### config.mk
export PLATFORM = sky130hd
export DESIGN_NAME = adam_divsqrt
export DESIGN_NICKNAME = d
export VERILOG_FILES = /design/src/sv/adam_pkg.sv /design/src/sv/adam_divsqrt.sv
export SDC_FILE = /design/constraint.sdc
export NUM_CORES = 1
export LEC_CHECK = 0
export BUFFER_PORTS_ARGS = -buffer_cell sky130_fd_sc_hd__buf_4
export CORE_ASPECT_RATIO = 0.5
export CORE_UTILIZATION = 39
export CTS_CLUSTER_DIAMETER = 120
export DETAILED_ROUTE_END_ITERATION = 7
export PLACE_DENSITY_LB_ADDON = 0.12
export SYNTH_ARGS = -nofsm -noshare
export SYNTH_HDL_FRONTEND = slang
export SYNTH_SLANG_ARGS = --single-unit
### constraint.sdc
create_clock -name clk_i -period 4.05 [get_ports clk_i]
set_input_delay 0.81 -clock clk_i [delete_from_list [all_inputs] [get_ports clk_i]]
set_output_delay 0.81 -clock clk_i [all_outputs]
set_load 0.05 [all_outputs]
### src/sv/adam_pkg.sv
// ----------------------------------------------------------------------------
// adam_pkg
// Shared types and constants of the Adam update engine.
// ----------------------------------------------------------------------------
`default_nettype none

package adam_pkg;

  localparam int DataW       = 32;
  localparam int IdxW        = 10;
  localparam int CfgW        = 24;
  localparam int CfgIdxW     = 2;
  localparam int PowW        = 25;
  localparam int NumParamsDef = 1024;

  localparam logic [PowW-1:0] OneQ24 = 25'h1000000;

  localparam logic [23:0] LrReset  = 24'd16777;
  localparam logic [23:0] B1Reset  = 24'd15099494;
  localparam logic [23:0] B2Reset  = 24'd16760439;
  localparam logic [15:0] EpsReset = 16'd1;

  localparam int DvdW = 64;
  localparam int DvsW = 42;
  localparam int QuoW = 48;
  localparam int CntW = 6;

  typedef enum logic [CfgIdxW-1:0] {
    CFG_LR  = 2'd0,
    CFG_B1  = 2'd1,
    CFG_B2  = 2'd2,
    CFG_EPS = 2'd3
  } cfg_idx_e;

  typedef enum logic [0:0] {
    REQ_LOAD = 1'b0,
    REQ_GRAD = 1'b1
  } req_type_e;

  typedef struct packed {
    logic            start;
    logic            sqrt_mode;
    logic [DvdW-1:0] dividend;
    logic [DvsW-1:0] divisor;
    logic [CntW-1:0] qbits;
  } div_req_t;

  typedef struct packed {
    logic            done;
    logic            overflow;
    logic [QuoW-1:0] quotient;
  } div_rsp_t;

endpackage

`default_nettype wire

### src/sv/adam_divsqrt.sv
// ----------------------------------------------------------------------------
// adam_divsqrt
// Shared shift-subtract unit: restoring division or integer square root,
// one quotient or root bit per cycle.
// ----------------------------------------------------------------------------
`default_nettype none

module adam_divsqrt (
  input  wire logic                clk_i,
  input  wire logic                rst_ni,
  input  wire adam_pkg::div_req_t  req_i,
  output adam_pkg::div_rsp_t       rsp_o
);

  import adam_pkg::*;

  localparam int RemW = 44;

  logic            busy_q, done_q, ovf_q, mode_q;
  logic [RemW-1:0] rem_q;
  logic [DvdW-1:0] lo_q;
  logic [QuoW-1:0] quo_q;
  logic [CntW-1:0] cnt_q;
  logic [DvsW-1:0] dvs_q;

  logic [DvdW-1:0] hi_init, lo_init;
  logic [RemW-1:0] shifted, trial;
  logic            ge;

  always_comb begin
    hi_init = req_i.dividend >> req_i.qbits;
    lo_init = req_i.dividend << (7'd64 - {1'b0, req_i.qbits});
    if (mode_q) begin
      shifted = {rem_q[RemW-3:0], lo_q[DvdW-1 -: 2]};
      trial   = RemW'({quo_q[31:0], 2'b01});
    end else begin
      shifted = {rem_q[RemW-2:0], lo_q[DvdW-1]};
      trial   = RemW'(dvs_q);
    end
    ge = (shifted >= trial);
  end

  always_ff @(posedge clk_i or negedge rst_ni) begin
    if (!rst_ni) begin
      busy_q <= 1'b0;
      done_q <= 1'b0;
    end else begin
      done_q <= 1'b0;
      if (req_i.start) begin
        busy_q <= 1'b1;
      end else if (busy_q && (cnt_q == CntW'(1))) begin
        busy_q <= 1'b0;
        done_q <= 1'b1;
      end
    end
  end

  always_ff @(posedge clk_i) begin
    if (req_i.start) begin
      mode_q <= req_i.sqrt_mode;
      dvs_q  <= req_i.divisor;
      cnt_q  <= req_i.qbits;
      quo_q  <= '0;
      if (req_i.sqrt_mode) begin
        rem_q <= '0;
        lo_q  <= req_i.dividend;
        ovf_q <= 1'b0;
      end else begin
        rem_q <= hi_init[RemW-1:0];
        lo_q  <= lo_init;
        ovf_q <= (hi_init >= DvdW'(req_i.divisor));
      end
    end else if (busy_q) begin
      rem_q <= ge ? (shifted - trial) : shifted;
      quo_q <= {quo_q[QuoW-2:0], ge};
      lo_q  <= mode_q ? {lo_q[DvdW-3:0], 2'b00} : {lo_q[DvdW-2:0], 1'b0};
      cnt_q <= cnt_q - CntW'(1);
    end
  end

  assign rsp_o.done     = done_q;
  assign rsp_o.overflow = ovf_q;
  assign rsp_o.quotient = quo_q;

endmodule

`default_nettype wire

# Word level (Yosys, flattened, before mapping)
# Cells that the tools add are included.
[word_totals] register_bits=207 input_bits=116 out_inout_bits=50 wordCells=36
[classes] add_sub_neg=3 magnitude_cmp=2 n_eq_ne=1 n_shift=2 n_mux=16 reduce_logical=3
[op_table] cell="$mux W64" n=4
[op_table] cell="$mux W43" n=4
[op_table] cell="$ge A64 B42 Y1" n=1
[op_table] cell="$shl A64 B7 Y64" n=1
[op_table] cell="$shr A64 B6 Y64" n=1
[op_table] cell="$ge A44 B42 Y1" n=1
[op_table] cell="$mux W44" n=1
[op_table] cell="$sub A43 B42 Y43" n=1
[op_table] cell="$mux W42" n=1
[op_table] cell="$mux W6" n=2
[op_table] cell="$sub A7 B6 Y7 const A" n=1
[op_table] cell="$eq A6 B1 Y1 const B" n=1
[op_table] cell="$sub A6 B1 Y6 const B" n=1
[op_table] cell="$mux W1" n=4
[op_table] cell="$reduce_bool A2 Y1" n=2
[op_table] cell="$logic_and A1 B1 Y1" n=1

# Depth between registers and ports, before layout
# Gate-level depths: netlist of the first run.
[depth] word_depth=5 mapped_depth=22 depth_no_buf=17

# Least setup slack after synthesis of the first run
# OpenSTA, ideal clock, no wires.
[synth_timing] path_kind="input port to flip-flop" start="input port req_i[113] (netlist name)" end="register cnt_q[0], enable pin" arrival_time_ns=3.881 required_time_ns=3.584 path_slack_ns=-0.296 cell_stages=5 cell_sequence="clkbuf_1 -> clkbuf_1 -> clkbuf_1 -> nor2_1 -> inv_1"
[synth_via] elab_chain_cells=1
[synth_rtl] element="from (decl)" line_no="adam_divsqrt.sv:11" text="input wire adam_pkg::div_req_t req_i,"
[synth_rtl] element="$reduce_bool A2 Y1 (no source line)"
[synth_rtl] element="to (signal assigned)" line_no="adam_divsqrt.sv:62" text="cnt_q <= req_i.qbits;"
[synth_rtl] element="to (signal assigned)" line_no="adam_divsqrt.sv:77" text="cnt_q <= cnt_q - CntW'(1);"
[synth_rtl] element="to (decl)" line_no="adam_divsqrt.sv:23" text="logic [CntW-1:0] cnt_q;"
# No other way between the ends.
# A chain may end at the register's enable or synchronous reset.

# Worst setup path in the final report of the first run
[layout_timing] start="register mode_q" end="register rem_q[42] (data pin)"
[layout_via] elab_chain_cells=5 word_cells_on_any_way=7 classes_between="add/sub (1); order compare (1); mux (5)"
[layout_rtl] element="from (decl)" line_no="adam_divsqrt.sv:19" text="logic busy_q, done_q, ovf_q, mode_q;"
[layout_rtl] element="from (signal assigned)" line_no="adam_divsqrt.sv:60" text="mode_q <= req_i.sqrt_mode;"
[layout_rtl] element="$mux W44 / $mux W42 (equally long branches)" line_no="adam_divsqrt.sv:33" text="if (mode_q) begin"
[layout_rtl] element="$sub A43 B42 Y43 / $ge A44 B42 Y1 (equally long branches)" line_no="adam_divsqrt.sv:74, adam_divsqrt.sv:40"
[layout_rtl] element="$mux W43 *" line_no="adam_divsqrt.sv:74" text="rem_q <= ge ? (shifted - trial) : shifted;"
[layout_rtl] element="$mux W43 *" line_no="adam_divsqrt.sv:73" text="end else if (busy_q) begin"
[layout_rtl] element="$mux W43 *" line_no="adam_divsqrt.sv:59" text="if (req_i.start) begin"
[layout_rtl] element="to (signal assigned)" line_no="adam_divsqrt.sv:69" text="rem_q <= hi_init[RemW-1:0];"
[layout_rtl] element="to (signal assigned)" line_no="adam_divsqrt.sv:74"
[layout_rtl] element="to (decl)" line_no="adam_divsqrt.sv:20" text="logic [RemW-1:0] rem_q;"
# Mark *: on every way between the ends. The rest lies on a longest branch, timed or not. The select of a mux whose other input is x is not followed.

==> impl_results.md, run 1 <==
- Status: finished clean
- Power density over the cells: 491 mW/mm²
- Die area: around 0.055 mm²
- Met1 Usage GRT: 0.417
- Clock Skew: 0.0147 ns
- Final worst-path cycle share: 0.967
- Setup ws final: approximately 0.13 ns
- Total power: 13.2 mW
- Post-synthesis adder-cell area fraction: 0.0523
- NetSw: 5.48 mW
- Max-cap violations: 0
- WP data arrival: 4.25 ns
- Via count: about 21000
- Root buf cell: clkbuf_16
- TritonCTS Buffers: 23
- Sequential-to-total area share from yosys stat: 0.270
- # diodes: 0
- Comb power frac: 0.590
- Distinct cell type count after synthesis: 84
- M2 GR Usage: 0.448
- Insertion delay to the later sink of the worst-skew pair: 0.58 ns
- Starting Density: 0.401
- Worst Path Buf+Inv: 3
- # H-tree levels: 1
- Simple-gate share of the synthesized area: 0.160
- Most common cell in the netlist: nand2_1
- Die H: 167 µm
- Met3 track demand over resource: 0.0432
- Post-synth EDFFs: 157
- DRC: 0
- DP Area: 0.0259 mm²
- Pleak: 12.1 nW
- Gr busiest metal: met2
- Peak supply drop: 0.390 mV
- Cell-internal power: 7.72 mW
- Count of pins over their slew limit: 0
- Layout area overhead: 27.0%
- Switching share of power: 0.415
- Drt pass-1 iters: 6
- Gpl congestion: 0.952
- Crit path top cell by count: a21oi_1
- Synth Area in XOR/XNOR: 0.0182
- Multi-input gate area: ~0.014 mm²
- Slew HR: 0.321
- Clock tree from TritonCTS: yes
- RSZ-0062 raised after global routing: false
- Final setup viols: 0
- CORE AREA: roughly 0.053 mm²
- Hold Vio Cnt, Final: 0
- Routed WL: 81400 µm
- Largest family of logic cells by synthesized area: multiplexers
- Worst slack, placed: -0.539 ns
- Reg area: 0.00573 mm²
- Synth Area in Compound Gates: 0.176
- Cell taking the most area after synthesis: edfxtp_1
- Syn avg cell area: 8.80 µm²
- CP endpoint kind: register
- Worst path required time: between 4 and 5 ns
- Critical-path cell list: buf_4 > clkbuf_16 > or2_2 > ha_1 > inv_1 > fa_1 > a21oi_1 > o211ai_1 > a21oi_1 > o21a_1 > o31ai_4 > nand3_1 > a21oi_1 > o21ai_0 > a32o_1
- Top-area cell type share of the netlist area: 0.222
- Antenna Nets Post-Route: 0
- Period minus WS final: approximately 3.9 ns
- Crit-path slowest cell: edfxtp_1
- Synth area leaders: edfxtp_1, mux2i_1, mux4_2
- Initial antenna violation count: 1
- Post-Synthesis Cells: between 2000 and 2500
- Mux share of post-synthesis cell area: 0.269
- Clock Tree Buf Depth: 3
- GRT overflow: 0
- WL per Instance: 22.9 µm
- Nets: 3046
- Clock power frac: 0.183
- DP HPWL: ~64000 µm
- Crit path launch type: register
- FILL cells: 5037
- Worst path max stage delay: 0.44 ns
- Hold WC Path Type: input port to register
- Violation count after the first detailed-route iteration: 1995
- Global router's overall resource usage: 0.287
- Fin cells: 3560
- Die Width: approximately 330 µm
- Setup TNS: 0 ns
- Placed Instances: 3512
- CP top delay family: compound AO/OA/AOI/OAI gates
- Post-synthesis async set-or-reset flop share: 0.00966
- Cell Rows: between 50 and 60
- Syn_nets: 2613
- Max Fclk: approximately 0.26 GHz
- Fraction of layout cells with a size suffix above 1: 0.288
- Vias in the first global route: 20299
- Post-synthesis register bit count: 207
- Least-Margin Pin Slew: 1.02 ns
- Kind of critical path: register to register
- Top_reg_cell synth: edfxtp_1
- Largest net degree at the start of global routing: 114
- Synth cell count leaders: nand2_1, mux2i_1, nor2_1, a21oi_1, o21ai_0
- Fin area: 0.0269 mm²
- # IOs: 166
- Port buffer count: 165
- Synth Warn #: 0
- Clk slew on worst S/H paths: 0.07 ns
- Num Clock Sinks: 207
- Vias per cell: 5.85
- Mapped Area: between 0.02 and 0.025 mm²
- Worst Path Max Fanout: 16
- Sequential power share: 0.226
- Global-route wire length before repair: roughly 120000 µm
==> power by group through the flow <==
| stage | Sequential, mW | Clock, mW | Combinational (mW) |
|---|---|---|---|
| finish | 2.99 | 2.42 | 7.80 |
| detailed placement | 3.03 | 0 | 7.57 |
| global route | 3.03 | 2.55 | 8.51 |
| global placement | 3.02 | 0 | 7.56 |
| CTS | 2.98 | 2.47 | 7.62 |
| floorplan | 2.97 | 0 | 4.87 |
==> per-stage QoR <==
stage	hold slack [ns]	utilization
final	0.420	0.510
after detailed placement	0.488	0.491
after floorplan	0.470	-
after global routing	0.397	0.510
after CTS	0.392	0.508
after global placement	0.482	0.491
==> placed cells by master, fill, tap and decap left out, drive strengths merged, types with 32 or more instances in the layout <==
master / n
dfxtp: 48
o21ai: 169
buf: 588
mux2i: 244
nand2: 413
mux2: 65
a21oi: 181
inv: 71
ha: 87
nand3: 44
edfxtp: 157
a211oi: 32
nor2: 214
mux4: 109
==> layout make-up <==
class / instances / share of cell area
clock buffers: 30 / 0.0246
inverters: 72 / 0.0102
well taps: 701 / 0.0326
multi-input cells: 1948 / 0.537
repair buffers: 590 / 0.176
clock inverters: 12 / 0.00725
flip-flops and latches: 207 / 0.213
==> routing by layer <==
| layer | vias up | routed length [µm] |
|---|---|---|
| li1 | 9854 | - |
| met1 | 10061 | 38000 |
| met2 | 797 | 35500 |
| met3 | 105 | 5840 |
| met4 | 0 | 2140 |
| met5 | - | 0 |
==> flip-flops by register name, indices dropped and copies added, names as in the netlist <==
| register | cells |
|---|---|
| busy_q | 1 |
| cnt_q | 6 |
| done_q | 1 |
| dvs_q | 42 |
| lo_q | 64 |
| mode_q | 1 |
| ovf_q | 1 |
| quo_q | 48 |
| rem_q | 43 |
==> cell families after synthesis <==
kind of cell / after synthesis
simple gates: 802
flops: 207
compound gates: 596
mux: 418
xor+xnor: 44
fa+ha+maj: 88
buf+inv: 254
==> path summary, 6_finish.rpt <==
| check | startpoint | end | slack, ns | cells past startpoint |
|---|---|---|---|---|
| worst max-delay path | mode_q$_DFFE_PP_ | rem_q[42]$_DFFE_PP_ | 0.13 | 15 |
| worst min-delay path | req_i[35] | dvs_q[29]$_DFFE_PP_ | 0.42 | 1 |
| worst max register to register | mode_q$_DFFE_PP_ | rem_q[42]$_DFFE_PP_ | 0.13 | 15 |
| worst min register to register | quo_q[47]$_SDFFE_PP0P_ | quo_q[47]$_SDFFE_PP0P_ | 0.51 | 2 |
| max in group asynchronous | rst_ni | busy_q$_DFFE_PN0P_ | 3.36 | 2 |
| min in group asynchronous | rst_ni | done_q$_DFF_PN0_ | 0.58 | 2 |
==> timing repair <==
item	4_1_cts	5_1_grt
endpoints found under the hold margin	2	0
setup endpoints to repair	0	17
hold buffers	1	0
resized for setup	0	13
buffers inserted	0	4
No activity file was read; power rests on OpenSTA's default activity.
==> inputs of run 2 (changes only) <==
--- a/config.mk
+++ b/config.mk
@@ -9,4 +9,5 @@
 export CORE_ASPECT_RATIO = 0.5
 export CORE_UTILIZATION = 39
+export CTS_BUF_LIST = sky130_fd_sc_hd__clkbuf_16
 export CTS_CLUSTER_DIAMETER = 120
 export DETAILED_ROUTE_END_ITERATION = 7
==> constraint.sdc (replaced) <==
create_clock -name clk_i -period 4.05 [get_ports clk_i]
set_input_delay 0.81 -clock clk_i [delete_from_list [all_inputs] [get_ports clk_i]]
set_output_delay 0.81 -clock clk_i [all_outputs]
set_load 0.005 [all_outputs]
==> run 2 against run 1 <==
  * First-iteration DRC count decreased by 2.1%
  * Via count decreased by 0.18%
  * Core utilization fell by 0.11 points
  * Highest routed layer unchanged
  * Final cell count unchanged
  * Critical path type unchanged
  * Critical path depth unchanged
  * Design area decreased by 0.22%
==> impl_results.md, run 2 (same netlist as run 1, synthesis figures left out) <==
- Status: finished clean
- Kind of critical path: register to register
- Initial antenna violation count: 1
- Pleak: around 12 nW
- Drt pass-1 iters: 7
- # IOs: 166
- Num Clock Sinks: ~210
- Crit path top cell by count: a21oi_1
- WP data arrival: 4.25 ns
- Antenna Nets Post-Route: 0
- Final worst-path cycle share: 0.968
- Largest regs: lo_q (64), quo_q (48), rem_q (43)
- Die H: 167 µm
- Layout area overhead: 26.7%
- Vias per cell: 5.84
- Routed WL: 81500 µm
- Period minus WS final: 3.92 ns
- Max FFs per register: 64
- Least-Margin Pin Slew: 1.01 ns
- Port buffer count: 165
- Starting Density: 0.401
- DP HPWL: 63800 µm
- Final setup viols: 0
- Power density over the cells: 486 mW/mm²
- Reg with most FFs: lo_q
- Most frequent cells in the layout: buf_4, nand2_1, mux2i_1, nor2_1, a21oi_1
- Fraction of layout cells with a size suffix above 1: 0.287
- Violation count after the first detailed-route iteration: 1954
- CORE AREA: 0.0528 mm²
- Slew HR: 0.325
- Worst path required time: around 4.4 ns
- Clock Skew: around 0.012 ns
- Crit path launch type: register
- Clk slew on worst S/H paths: 0.07 ns
- Clock Tree Buf Depth: 3
- Clock tree from TritonCTS: yes
- Commonest non-fill, non-tap cell in the layout: buf_4
- CP endpoint kind: register
- Peak supply drop: between 0.3 and 0.4 mV
- Gpl congestion: 0.952
- Via count: 20779
- WL per Instance: around 23 µm
- Hold Vio Cnt, Final: 0
- Critical-path cell list: buf_4 > clkbuf_16 > or2_2 > ha_1 > inv_1 > fa_1 > a21oi_1 > o211ai_1 > a21oi_1 > o21a_1 > o31ai_4 > nand3_1 > a21oi_1 > o21ai_0 > a32o_1
- GRT overflow: 0
- TritonCTS Buffers: 23
- DRC: 0
- Hold WC Path Type: input port to register
- Max Fclk: 0.255 GHz
- Global-route wire length before repair: ~120000 µm
- Nets: about 3000
- # H-tree levels: 1
- # diodes: 0
- Setup TNS: 0 ns
- Vias in the first global route: ~20000
- Insertion delay to the later sink of the worst-skew pair: ~0.58 ns
- Count of pins over their slew limit: 0
- Die area: 0.0553 mm²
- Total power: 13.1 mW
- Global router's overall resource usage: 0.287
- Die Width: 332 µm
- Cell Rows: 59
- Crit-path slowest cell: edfxtp_1
- Root buf cell: clkbuf_16
- Largest net degree at the start of global routing: 114
- Worst path max stage delay: 0.44 ns
- Worst Path Max Fanout: 16
- Max-cap violations: 0
run 2: final cells by class:
cell class	count	area, µm²
multi-input combinational	1948	14400
inverter	72	274
clock buffer	23	576
tap	701	877
clock inverter	19	221
fill	5044	25900
sequential	207	5730
timing repair buffer	590	4730
run 2: metal layers:
layer / vias to the layer above / GRT usage / wire (µm)
met5: - / 0 / 0
met4: 0 / 0.0659 / 1950
met3: 100 / 0.0431 / 5040
met2: 699 / 0.448 / 35800
met1: 10130 / 0.417 / 38700
li1: 9850 / - / -
run 2: path summary, 6_finish.rpt:
check | start | end | slack, ns | depth (start not counted)
hold / removal | req_i[35] | dvs_q[29]$_DFFE_PP_ | 0.42 | 1
max in group asynchronous | rst_ni | busy_q$_DFFE_PN0P_ | 3.36 | 2
min in group asynchronous | rst_ni | done_q$_DFF_PN0_ | 0.58 | 2
hold reg to reg | quo_q[47]$_SDFFE_PP0P_ | quo_q[47]$_SDFFE_PP0P_ | 0.51 | 2
setup / recovery | mode_q$_DFFE_PP_ | rem_q[42]$_DFFE_PP_ | 0.13 | 15
setup reg to reg | mode_q$_DFFE_PP_ | rem_q[42]$_DFFE_PP_ | 0.13 | 15
run 2: worst max-delay path, delay by kind of cell (launching register included):
kind,cells,cell delay (ns)
AO/OA/AOI/OAI,8,1.84
AND/OR/NAND/NOR,2,0.52
buffers and inverters,3,0.45
flip-flops,1,0.44
adder cells (fa/ha/maj),2,0.41
run 2: per-stage QoR:
stage | setup slack [ns] | hold WS, ns | util | cell area (µm²) | instances
floorplan | 0.000520 | 0.470 | - | 21200 | 2409
global placement | -0.455 | 0.482 | 0.491 | 25900 | 3512
detailed placement | -0.539 | 0.488 | 0.491 | 25900 | 3512
CTS | 0.0736 | 0.393 | 0.507 | 26700 | 3555
global route | -0.000997 | 0.400 | 0.509 | 26900 | 3560
finish | 0.131 | 0.416 | 0.509 | 26900 | 3560
run 2: timing repair:
item,4_1_cts,5_1_grt
setup buffers,0,4
gates resized for setup,0,13
endpoints found under the hold margin,2,0
endpoints found under the setup margin,0,17
hold buffers,1,0
run 2: power by group:
part           switching, mW  leakage, nW  internal, mW  total, mW
sequential             0.196         2.09          2.79       2.98
clock                   1.00        0.405          1.31       2.31
combinational           4.25         9.61          3.51       7.76
total                   5.45         12.1          7.61       13.1
